### config.mk
export PLATFORM = sky130hd
export DESIGN_NAME = ramp_soak_relay_controller
export DESIGN_NICKNAME = d
export VERILOG_FILES = /design/src/sv/rsrc_pkg.sv /design/src/sv/ramp_soak_relay_controller.sv
export SDC_FILE = /design/constraint.sdc
export NUM_CORES = 1
export LEC_CHECK = 0
export ABC_CLOCK_PERIOD_IN_PS = 10300
export BUFFER_PORTS_ARGS = -buffer_cell sky130_fd_sc_hd__clkbuf_2
export CORE_MARGIN = 2
export CORE_UTILIZATION = 55
export CTS_BUF_LIST = sky130_fd_sc_hd__clkbuf_16
export DETAILED_ROUTE_END_ITERATION = 16
export PLACE_DENSITY = 0.73
export REMOVE_ABC_BUFFERS = 1
export SLEW_MARGIN = 0
export SYNTH_ARGS = -nofsm -noshare
export SYNTH_HDL_FRONTEND = slang
export SYNTH_SLANG_ARGS = --single-unit
export TNS_END_PERCENT = 100
### constraint.sdc
create_clock -name clk -period 10.3 [get_ports clk]
set_input_delay 1.03 -clock clk [delete_from_list [all_inputs] [get_ports clk]]
set_output_delay 1.03 -clock clk [all_outputs]
set_load 0.02 [all_outputs]
### src/sv/rsrc_pkg.sv
`timescale 1ns / 1ps

package rsrc_pkg;

    // Fields of one input transfer.
    typedef struct packed {
        logic               command;
        logic [31:0]        sample_time;
        logic signed [15:0] temperature;
    } sample_t;

    // Fields of one result transfer.
    typedef struct packed {
        logic               relay_on;
        logic [2:0]         phase;
        logic signed [15:0] heat_rate;
    } result_t;

    // Input command codes.
    typedef enum logic {
        CMD_START  = 1'b0,
        CMD_SAMPLE = 1'b1
    } command_t;

    // Register indexes on the configuration port.
    typedef enum logic [2:0] {
        REG_RATE_LIMIT  = 3'd0,
        REG_LEVEL_ONE   = 3'd1,
        REG_LEVEL_TWO   = 3'd2,
        REG_LEVEL_THREE = 3'd3,
        REG_FINAL_LEVEL = 3'd4,
        REG_HOLD_ONE    = 3'd5,
        REG_HOLD_TWO    = 3'd6,
        REG_HOLD_THREE  = 3'd7
    } reg_index_t;

    // Profile phases.
    typedef enum logic [2:0] {
        PH_RAMP_ONE   = 3'd0,
        PH_HOLD_ONE   = 3'd1,
        PH_RAMP_TWO   = 3'd2,
        PH_HOLD_TWO   = 3'd3,
        PH_RAMP_THREE = 3'd4,
        PH_HOLD_THREE = 3'd5,
        PH_COOL       = 3'd6,
        PH_DONE       = 3'd7
    } phase_t;

    // Sequencer states.
    typedef enum logic [2:0] {
        ST_IDLE,
        ST_MUL,
        ST_DIV,
        ST_RATE,
        ST_REG,
        ST_EMIT
    } seq_state_t;

    localparam logic [15:0] MS_PER_MINUTE = 16'd60000;
    localparam int unsigned QUOT_BITS = 32;

    // Rate saturation bounds.
    localparam logic [31:0] RATE_POS_MAX = 32'd32767;
    localparam logic [31:0] RATE_NEG_MAX = 32'd32768;

    // Register values after reset.
    localparam logic [14:0] RESET_RATE_LIMIT  = 15'd32;
    localparam logic [15:0] RESET_LEVEL_ONE   = 16'd1120;
    localparam logic [15:0] RESET_LEVEL_TWO   = 16'd2240;
    localparam logic [15:0] RESET_LEVEL_THREE = 16'd2880;
    localparam logic [15:0] RESET_FINAL_LEVEL = 16'd320;
    localparam logic [31:0] RESET_HOLD_ONE    = 32'd3600000;
    localparam logic [31:0] RESET_HOLD_TWO    = 32'd7200000;
    localparam logic [31:0] RESET_HOLD_THREE  = 32'd10800000;

endpackage

### src/sv/ramp_soak_relay_controller.sv
`timescale 1ns / 1ps

// Ramp/soak heater relay controller. A start transfer loads the reference time and
// temperature and returns the current relay, phase and rate unchanged. A sample
// transfer updates the heating rate (temperature change times 60000 over the elapsed
// milliseconds, saturated to 16 bits) and steps the profile: ramp to level one, hold,
// ramp to level two, hold, ramp to level three, hold, cool down, finished (phase 7).
// Most of a sample's work is a restoring divider that produces one quotient bit per
// cycle; a sample with the same timestamp as the reference skips the divider. The block
// takes one item at a time and holds sample_stall high while it works; a finished
// result waits in the output register, so the next item can be accepted before it is
// taken. The user must write the configuration registers through the APB port only
// while the block is idle; the block does not enforce this.
module ramp_soak_relay_controller #(
    parameter int TIME_BITS = 32
) (
    input  logic              clk,
    input  logic              rst_n,
    input  logic              sample_valid,
    output logic              sample_stall,
    input  rsrc_pkg::sample_t sample,
    output logic              result_valid,
    input  logic              result_stall,
    output rsrc_pkg::result_t result,
    input  logic              psel,
    input  logic              penable,
    input  logic              pwrite,
    input  logic [4:0]        paddr,
    input  logic [31:0]       pwdata,
    output logic [31:0]       prdata,
    output logic              pready
);

    localparam int RemBits = TIME_BITS + 1;
    localparam int CountBits = $clog2(rsrc_pkg::QUOT_BITS);

    // Configuration registers.
    logic [14:0]        rate_limit_reg;
    logic signed [15:0] level_one_reg;
    logic signed [15:0] level_two_reg;
    logic signed [15:0] level_three_reg;
    logic signed [15:0] final_level_reg;
    logic [31:0]        hold_one_reg;
    logic [31:0]        hold_two_reg;
    logic [31:0]        hold_three_reg;

    // Controller state.
    logic [TIME_BITS-1:0] last_time_reg;
    logic signed [15:0]   last_temp_reg;
    logic signed [15:0]   rate_reg;
    logic [2:0]           phase_reg;
    logic [TIME_BITS-1:0] hold_start_reg;
    logic                 relay_reg;

    // Item and divider registers.
    rsrc_pkg::seq_state_t state_reg;
    rsrc_pkg::seq_state_t state_next;
    logic [TIME_BITS-1:0] time_reg;
    logic signed [15:0]   temp_reg;
    logic [TIME_BITS-1:0] delta_reg;
    logic                 neg_reg;
    logic [31:0]          mag_reg;
    logic [31:0]          quot_reg;
    logic [RemBits-1:0]   rem_reg;
    logic [CountBits-1:0] count_reg;

    // Output register.
    logic                 result_valid_reg;
    rsrc_pkg::result_t    result_reg;

    logic                 sample_take;
    logic                 cfg_write;
    rsrc_pkg::reg_index_t cfg_index;
    logic                 out_free;

    logic [TIME_BITS-1:0] delta_now;
    logic signed [16:0]   temp_diff;
    logic [15:0]          diff_mag;
    logic [RemBits-1:0]   rem_shift;
    logic                 rem_fits;
    logic [15:0]          rate_sat;

    logic signed [15:0]   level_sel;
    logic [TIME_BITS-1:0] hold_sel;
    logic [TIME_BITS-1:0] hold_end;
    logic                 phase_adv;
    logic                 hold_mark;
    logic                 relay_new;

    assign sample_take = sample_valid && !sample_stall;
    assign cfg_write   = psel && penable && pwrite;
    assign cfg_index   = rsrc_pkg::reg_index_t'(paddr[4:2]);
    assign out_free    = !result_valid_reg || !result_stall;
    assign pready      = 1'b1;

    // Configuration register writes.
    always_ff @(posedge clk or negedge rst_n)
    begin
        if (!rst_n)
        begin
            rate_limit_reg  <= rsrc_pkg::RESET_RATE_LIMIT;
            level_one_reg   <= rsrc_pkg::RESET_LEVEL_ONE;
            level_two_reg   <= rsrc_pkg::RESET_LEVEL_TWO;
            level_three_reg <= rsrc_pkg::RESET_LEVEL_THREE;
            final_level_reg <= rsrc_pkg::RESET_FINAL_LEVEL;
            hold_one_reg    <= rsrc_pkg::RESET_HOLD_ONE;
            hold_two_reg    <= rsrc_pkg::RESET_HOLD_TWO;
            hold_three_reg  <= rsrc_pkg::RESET_HOLD_THREE;
        end
        else if (cfg_write)
        begin
            unique case (cfg_index)
                rsrc_pkg::REG_RATE_LIMIT:  rate_limit_reg  <= pwdata[14:0];
                rsrc_pkg::REG_LEVEL_ONE:   level_one_reg   <= pwdata[15:0];
                rsrc_pkg::REG_LEVEL_TWO:   level_two_reg   <= pwdata[15:0];
                rsrc_pkg::REG_LEVEL_THREE: level_three_reg <= pwdata[15:0];
                rsrc_pkg::REG_FINAL_LEVEL: final_level_reg <= pwdata[15:0];
                rsrc_pkg::REG_HOLD_ONE:    hold_one_reg    <= pwdata;
                rsrc_pkg::REG_HOLD_TWO:    hold_two_reg    <= pwdata;
                rsrc_pkg::REG_HOLD_THREE:  hold_three_reg  <= pwdata;
                default:                   rate_limit_reg  <= rate_limit_reg;
            endcase
        end
    end

    // Configuration register reads.
    always_comb
    begin
        unique case (cfg_index)
            rsrc_pkg::REG_RATE_LIMIT:  prdata = {17'd0, rate_limit_reg};
            rsrc_pkg::REG_LEVEL_ONE:   prdata = {16'd0, level_one_reg};
            rsrc_pkg::REG_LEVEL_TWO:   prdata = {16'd0, level_two_reg};
            rsrc_pkg::REG_LEVEL_THREE: prdata = {16'd0, level_three_reg};
            rsrc_pkg::REG_FINAL_LEVEL: prdata = {16'd0, final_level_reg};
            rsrc_pkg::REG_HOLD_ONE:    prdata = hold_one_reg;
            rsrc_pkg::REG_HOLD_TWO:    prdata = hold_two_reg;
            rsrc_pkg::REG_HOLD_THREE:  prdata = hold_three_reg;
            default:                   prdata = 32'd0;
        endcase
    end

    // Rate arithmetic: difference, magnitude, one divider step and saturation.
    always_comb
    begin
        delta_now = time_reg - last_time_reg;
        temp_diff = {temp_reg[15], temp_reg} - {last_temp_reg[15], last_temp_reg};
        diff_mag  = temp_diff[16] ? 16'(-temp_diff) : temp_diff[15:0];
        rem_shift = {rem_reg[RemBits-2:0], mag_reg[31]};
        rem_fits  = rem_shift >= {1'b0, delta_reg};
        if (neg_reg)
        begin
            rate_sat = (quot_reg > rsrc_pkg::RATE_NEG_MAX) ? 16'h8000 : 16'(~quot_reg[15:0] + 16'd1);
        end
        else
        begin
            rate_sat = (quot_reg > rsrc_pkg::RATE_POS_MAX) ? 16'h7FFF : quot_reg[15:0];
        end
    end

    // Profile regulation for the current phase.
    always_comb
    begin
        case (phase_reg[2:1])
            2'd0:    level_sel = level_one_reg;
            2'd1:    level_sel = level_two_reg;
            default: level_sel = level_three_reg;
        endcase
        case (phase_reg[2:1])
            2'd0:    hold_sel = TIME_BITS'(hold_one_reg);
            2'd1:    hold_sel = TIME_BITS'(hold_two_reg);
            default: hold_sel = TIME_BITS'(hold_three_reg);
        endcase
        hold_end  = hold_start_reg + hold_sel;
        phase_adv = 1'b0;
        hold_mark = 1'b0;
        relay_new = 1'b0;
        case (phase_reg)
            rsrc_pkg::PH_RAMP_ONE, rsrc_pkg::PH_RAMP_TWO, rsrc_pkg::PH_RAMP_THREE:
            begin
                if (temp_reg >= level_sel)
                begin
                    phase_adv = 1'b1;
                    hold_mark = 1'b1;
                end
                else
                begin
                    relay_new = rate_reg < $signed({1'b0, rate_limit_reg});
                end
            end
            rsrc_pkg::PH_HOLD_ONE, rsrc_pkg::PH_HOLD_TWO, rsrc_pkg::PH_HOLD_THREE:
            begin
                if (time_reg >= hold_end)
                begin
                    phase_adv = 1'b1;
                end
                else
                begin
                    relay_new = temp_reg < level_sel;
                end
            end
            rsrc_pkg::PH_COOL:
            begin
                if (temp_reg <= final_level_reg)
                begin
                    phase_adv = 1'b1;
                    hold_mark = 1'b1;
                end
                else
                begin
                    relay_new = $signed({rate_reg[15], rate_reg})
                                < -$signed({2'b00, rate_limit_reg});
                end
            end
            default:
            begin
                relay_new = 1'b0;
            end
        endcase
    end

    // Sequencer state register.
    always_ff @(posedge clk or negedge rst_n)
    begin
        if (!rst_n)
        begin
            state_reg <= rsrc_pkg::ST_IDLE;
        end
        else
        begin
            state_reg <= state_next;
        end
    end

    // Sequencer next state and handshake.
    always_comb
    begin
        state_next   = state_reg;
        sample_stall = 1'b1;
        unique case (state_reg)
            rsrc_pkg::ST_IDLE:
            begin
                sample_stall = 1'b0;
                if (sample_valid)
                begin
                    state_next = (sample.command == rsrc_pkg::CMD_START) ?
                                 rsrc_pkg::ST_EMIT : rsrc_pkg::ST_MUL;
                end
            end
            rsrc_pkg::ST_MUL:
            begin
                state_next = (delta_now == '0) ? rsrc_pkg::ST_REG : rsrc_pkg::ST_DIV;
            end
            rsrc_pkg::ST_DIV:
            begin
                if (count_reg == '0)
                begin
                    state_next = rsrc_pkg::ST_RATE;
                end
            end
            rsrc_pkg::ST_RATE:
            begin
                state_next = rsrc_pkg::ST_REG;
            end
            rsrc_pkg::ST_REG:
            begin
                state_next = rsrc_pkg::ST_EMIT;
            end
            rsrc_pkg::ST_EMIT:
            begin
                if (out_free)
                begin
                    state_next = rsrc_pkg::ST_IDLE;
                end
            end
            default:
            begin
                state_next = rsrc_pkg::ST_IDLE;
            end
        endcase
    end

    // Item capture, multiplier and serial divider.
    always_ff @(posedge clk)
    begin
        if (sample_take)
        begin
            time_reg <= TIME_BITS'(sample.sample_time);
            temp_reg <= sample.temperature;
        end
        if (state_reg == rsrc_pkg::ST_MUL)
        begin
            delta_reg <= delta_now;
            neg_reg   <= temp_diff[16];
            mag_reg   <= 32'(diff_mag) * 32'(rsrc_pkg::MS_PER_MINUTE);
            quot_reg  <= '0;
            rem_reg   <= '0;
            count_reg <= CountBits'(rsrc_pkg::QUOT_BITS - 1);
        end
        else if (state_reg == rsrc_pkg::ST_DIV)
        begin
            rem_reg   <= rem_fits ? rem_shift - {1'b0, delta_reg} : rem_shift;
            quot_reg  <= {quot_reg[30:0], rem_fits};
            mag_reg   <= {mag_reg[30:0], 1'b0};
            count_reg <= count_reg - 1'b1;
        end
    end

    // Controller state updates.
    always_ff @(posedge clk or negedge rst_n)
    begin
        if (!rst_n)
        begin
            last_time_reg  <= '0;
            last_temp_reg  <= '0;
            rate_reg       <= '0;
            phase_reg      <= rsrc_pkg::PH_RAMP_ONE;
            hold_start_reg <= '0;
            relay_reg      <= 1'b0;
        end
        else
        begin
            if (sample_take && sample.command == rsrc_pkg::CMD_START)
            begin
                last_time_reg <= TIME_BITS'(sample.sample_time);
                last_temp_reg <= sample.temperature;
            end
            if (state_reg == rsrc_pkg::ST_RATE)
            begin
                rate_reg      <= rate_sat;
                last_time_reg <= time_reg;
                last_temp_reg <= temp_reg;
            end
            if (state_reg == rsrc_pkg::ST_REG)
            begin
                relay_reg <= relay_new;
                if (phase_adv)
                begin
                    phase_reg <= phase_reg + 3'd1;
                end
                if (hold_mark)
                begin
                    hold_start_reg <= time_reg;
                end
            end
        end
    end

    // Output register: valid control.
    always_ff @(posedge clk or negedge rst_n)
    begin
        if (!rst_n)
        begin
            result_valid_reg <= 1'b0;
        end
        else if (state_reg == rsrc_pkg::ST_EMIT && out_free)
        begin
            result_valid_reg <= 1'b1;
        end
        else if (!result_stall)
        begin
            result_valid_reg <= 1'b0;
        end
    end

    // Output register: payload.
    always_ff @(posedge clk)
    begin
        if (state_reg == rsrc_pkg::ST_EMIT && out_free)
        begin
            result_reg.relay_on  <= relay_reg;
            result_reg.phase     <= phase_reg;
            result_reg.heat_rate <= rate_reg;
        end
    end

    assign result_valid = result_valid_reg;
    assign result       = result_reg;

    // The block takes no second item until the current one has been emitted.
    assert property (@(posedge clk) disable iff (!rst_n)
        sample_take |=> sample_stall)
        else $error("item accepted while the previous one is in progress");

    // The profile phase only ever steps forward by one.
    assert property (@(posedge clk) disable iff (!rst_n)
        !$stable(phase_reg) |-> phase_reg == 3'($past(phase_reg) + 3'd1))
        else $error("profile phase changed by other than one step");

    // A finished profile keeps the relay off.
    assert property (@(posedge clk) disable iff (!rst_n)
        phase_reg == rsrc_pkg::PH_DONE |-> !relay_reg)
        else $error("relay on after the profile finished");

    // The divider remainder stays below the divisor.
    assert property (@(posedge clk) disable iff (!rst_n)
        state_reg == rsrc_pkg::ST_DIV |-> rem_reg < {1'b0, delta_reg})
        else $error("divider remainder out of range");

endmodule
==> impl_metrics.py <==
metrics = {
    "worst_setup_path": {
        "crit_family": "adder cells",
        "crit_path_max_fanout": 11,
        "rr_startpoint": "temp_reg[0]",
        "r2r_cells": 31,
        "reg2reg_slack_ns": 1.45,
        "slowest_delay_ns": 0.63,
        "crit_path_start_kind": "flop",
        "slowest_stage": "fa_1",
        "timing.rr.end": "mag_reg[30]",
        "required_ns": 10.64,
        "endpoint_kind": "flop",
        "cp.buffers_inverters": 5,
        "cp.depth": 31,
        "arrival_ns": 9.19,
        "cp_common_cell": "fa_1",
        "path_class": "reg -> reg",
    },
    "clock_network": {
        "cts_tree": "done",
        "cts-resized-gates": 0,
        "cts_setup_buffers": 0,
        "htreeDepth": 2,
        "clk_root_buffer_cell": "clkbuf_16",
        "cts_buffers": 53,
        "clk_pin_slew_ns": 0.06,
        "cts_max_path_buffers": 3,
        "hold_buffers": 0,
        "worst_skew_pair.late_latency_ns": 0.62,
        "cts_sinks": 476,
    },
    "synthesis": {
        "yosys_register_bits": 476,
        "synthTopCellsByArea": "dfrtp_1 (18%), edfxtp_1 (12%), ha_1 (11%), mux2_2 (7.2%), dfxtp_1 (4.3%)",
        "yosysSeqAreaShare": 0.379,
        "avgSynthCellArea_um2": 9.94,
        "async_flop_share": 0.586,
        "syn_area_mm2": 0.0324,
        "yosysWarnings": 0,
        "synth-main-ff-cell": "dfrtp_1",
        "synth_edf_count": 128,
        "ys_types": 89,
        "synth_top_area_share": 0.182,
        "netlist.top_cell.by_area": "dfrtp_1",
        "postSynthCellCount": 3259,
    },
    "die": {
        "die_y_um": 247,
        "ios": 148,
        "fp.dieArea_mm2": 0.0608,
        "initial_core_util": 0.559,
        "core_mm2": 0.0579,
        "die_x_um": 247,
        "num_rows": 88,
    },
    "timing": {
        "timing.final.crit_share": 0.859,
        "drv_slew": 0,
        "rsz0062_at_grt": "false",
        "finalSetupTns_ns": 0,
        "fin_skew_ns": 0.0271,
        "relSlewSlack": 0.242,
        "hold_viol": 0,
        "period_needed_ns": 8.85,
        "fmax_ghz": 0.113,
        "max_slew.worst_pin.slew_ns": 1.13,
        "setup_violations": 0,
    },
    "global_routing": {
        "gr-total-overflow": 0,
        "grt_first_pass_wirelength_mm": 131,
        "grt_pass1_vias": 24659,
        "antenna_found_initial": 2,
        "grt_max_degree": 132,
        "grt_usage": 0.270,
    },
    "min_path": {
        "min_path_cells": 2,
        "hold_path.class": "reg -> reg",
        "hp-start": "temp_reg[0]",
        "min_to": "last_temp_reg[0]",
    },
    "cells_and_area": {
        "nets": 3802,
        "areaGrowthSynthToFinish_pct": 9.90,
        "drive_gt1_frac": 0.167,
        "regArea_mm2": 0.0123,
        "nFillCells": 4830,
        "layout_common_cells": "ha_1 (289), inv_1 (287), nand2_1 (254)",
        "multi_input_area_mm2": 0.0186,
        "final_common_cell": "ha_1",
    },
    "route": {
        "drt_iter0_drc": 1578,
        "dr_total_vias": 24591,
        "ant_nets": 0,
        "dr.pass1.iters": 6,
        "drt-vias-per-instance": 5.90,
        "wl_mm": 81.5,
        "wl_per_cell_um": 19.5,
        "drc_errors": 0,
    },
    "run_status": {
        "outcome": "complete, no violations",
    },
    "place": {
        "dp.final_hpwl_mm": 59.6,
        "io_buffers": 144,
        "gp_congestion": 0.891,
    },
    "flow_run": {
        "drv_cap": 0,
    },
}
worst min-delay path, cell delays in order (launching register included):
cell and delay, ns:
edfxtp_1 0.34, nand2_1 0.04, o21ai_0 0.06
stage by stage:
step	instances	cell area, µm²	utilization	setup slack, ns	hold slack (ns)
after detailed placement	4068	33800	0.584	1.41	0.459
after global routing	4169	35600	0.615	0.790	0.515
after floorplan	3130	31900	-	2.18	0.417
after global placement	4068	33800	0.584	1.54	0.437
final	4169	35600	0.615	1.45	0.484
after CTS	4168	35600	0.615	1.40	0.488
layout make-up:
cell class | count | area share
multi-input combinational | 2375 | 0.523
clock buffer | 55 | 0.0387
clock inverter | 45 | 0.0106
tap | 765 | 0.0269
inverter | 279 | 0.0294
timing repair buffer | 173 | 0.0266
sequential | 476 | 0.345
antenna | 1 | 0.0000703
Yosys cell counts (9+ instances only):
master	number
a2111oi_0	9
a211oi_1	25
a21o_1	85
a21oi_1	174
a221oi_1	11
a22o_1	40
a22oi_1	21
a31oi_1	17
and3_1	20
buf_1	20
clkbuf_1	100
dfrtp_1	235
dfstp_2	44
dfxtp_1	69
edfxtp_1	128
fa_1	62
ha_1	289
inv_1	278
mux2_2	206
mux2i_1	136
mux4_2	9
nand2_1	255
nand2b_1	35
nand3_1	39
nand4_1	33
nor2_1	186
nor2b_1	49
nor3_1	35
nor4_1	18
o211ai_1	19
o21a_1	25
o21ai_0	241
o21bai_1	13
o22ai_1	9
o31ai_1	10
or2_2	16
or3_1	25
xnor2_1	89
xor2_1	56
worst max-delay path by stage:
stage | start | end | slack (ns)
2_1_floorplan | temp_reg[0] | mag_reg[30] | 2.18
3_3_place_gp | temp_reg[0] | mag_reg[30] | 1.54
3_5_place_dp | temp_reg[0] | mag_reg[30] | 1.41
4_1_cts | temp_reg[0] | mag_reg[30] | 1.40
5_1_grt | temp_reg[0] | mag_reg[30] | 0.79
6_report | temp_reg[0] | mag_reg[30] | 1.45
metal layers:
metal,up-vias,GRT usage,part of all wire
li1,11855,-,-
met1,11996,0.366,0.45
met2,624,0.449,0.47
met3,114,0.0398,0.055
met4,2,0.0788,0.025
met5,-,0,0.00014
cells by family after synthesis:
kind of cell | synth area share
buffers and inverters | 0.0484
other | 0.000116
flip-flops | 0.379
multiplexers | 0.120
AND/OR/NAND/NOR | 0.111
adder cells (fa/ha/maj) | 0.150
XOR/XNOR | 0.0392
AO/OA/AOI/OAI | 0.152
Power is left out: the tool's default activity adds up to more than one toggle a clock period on the data nets, which glitch-free logic cannot reach.
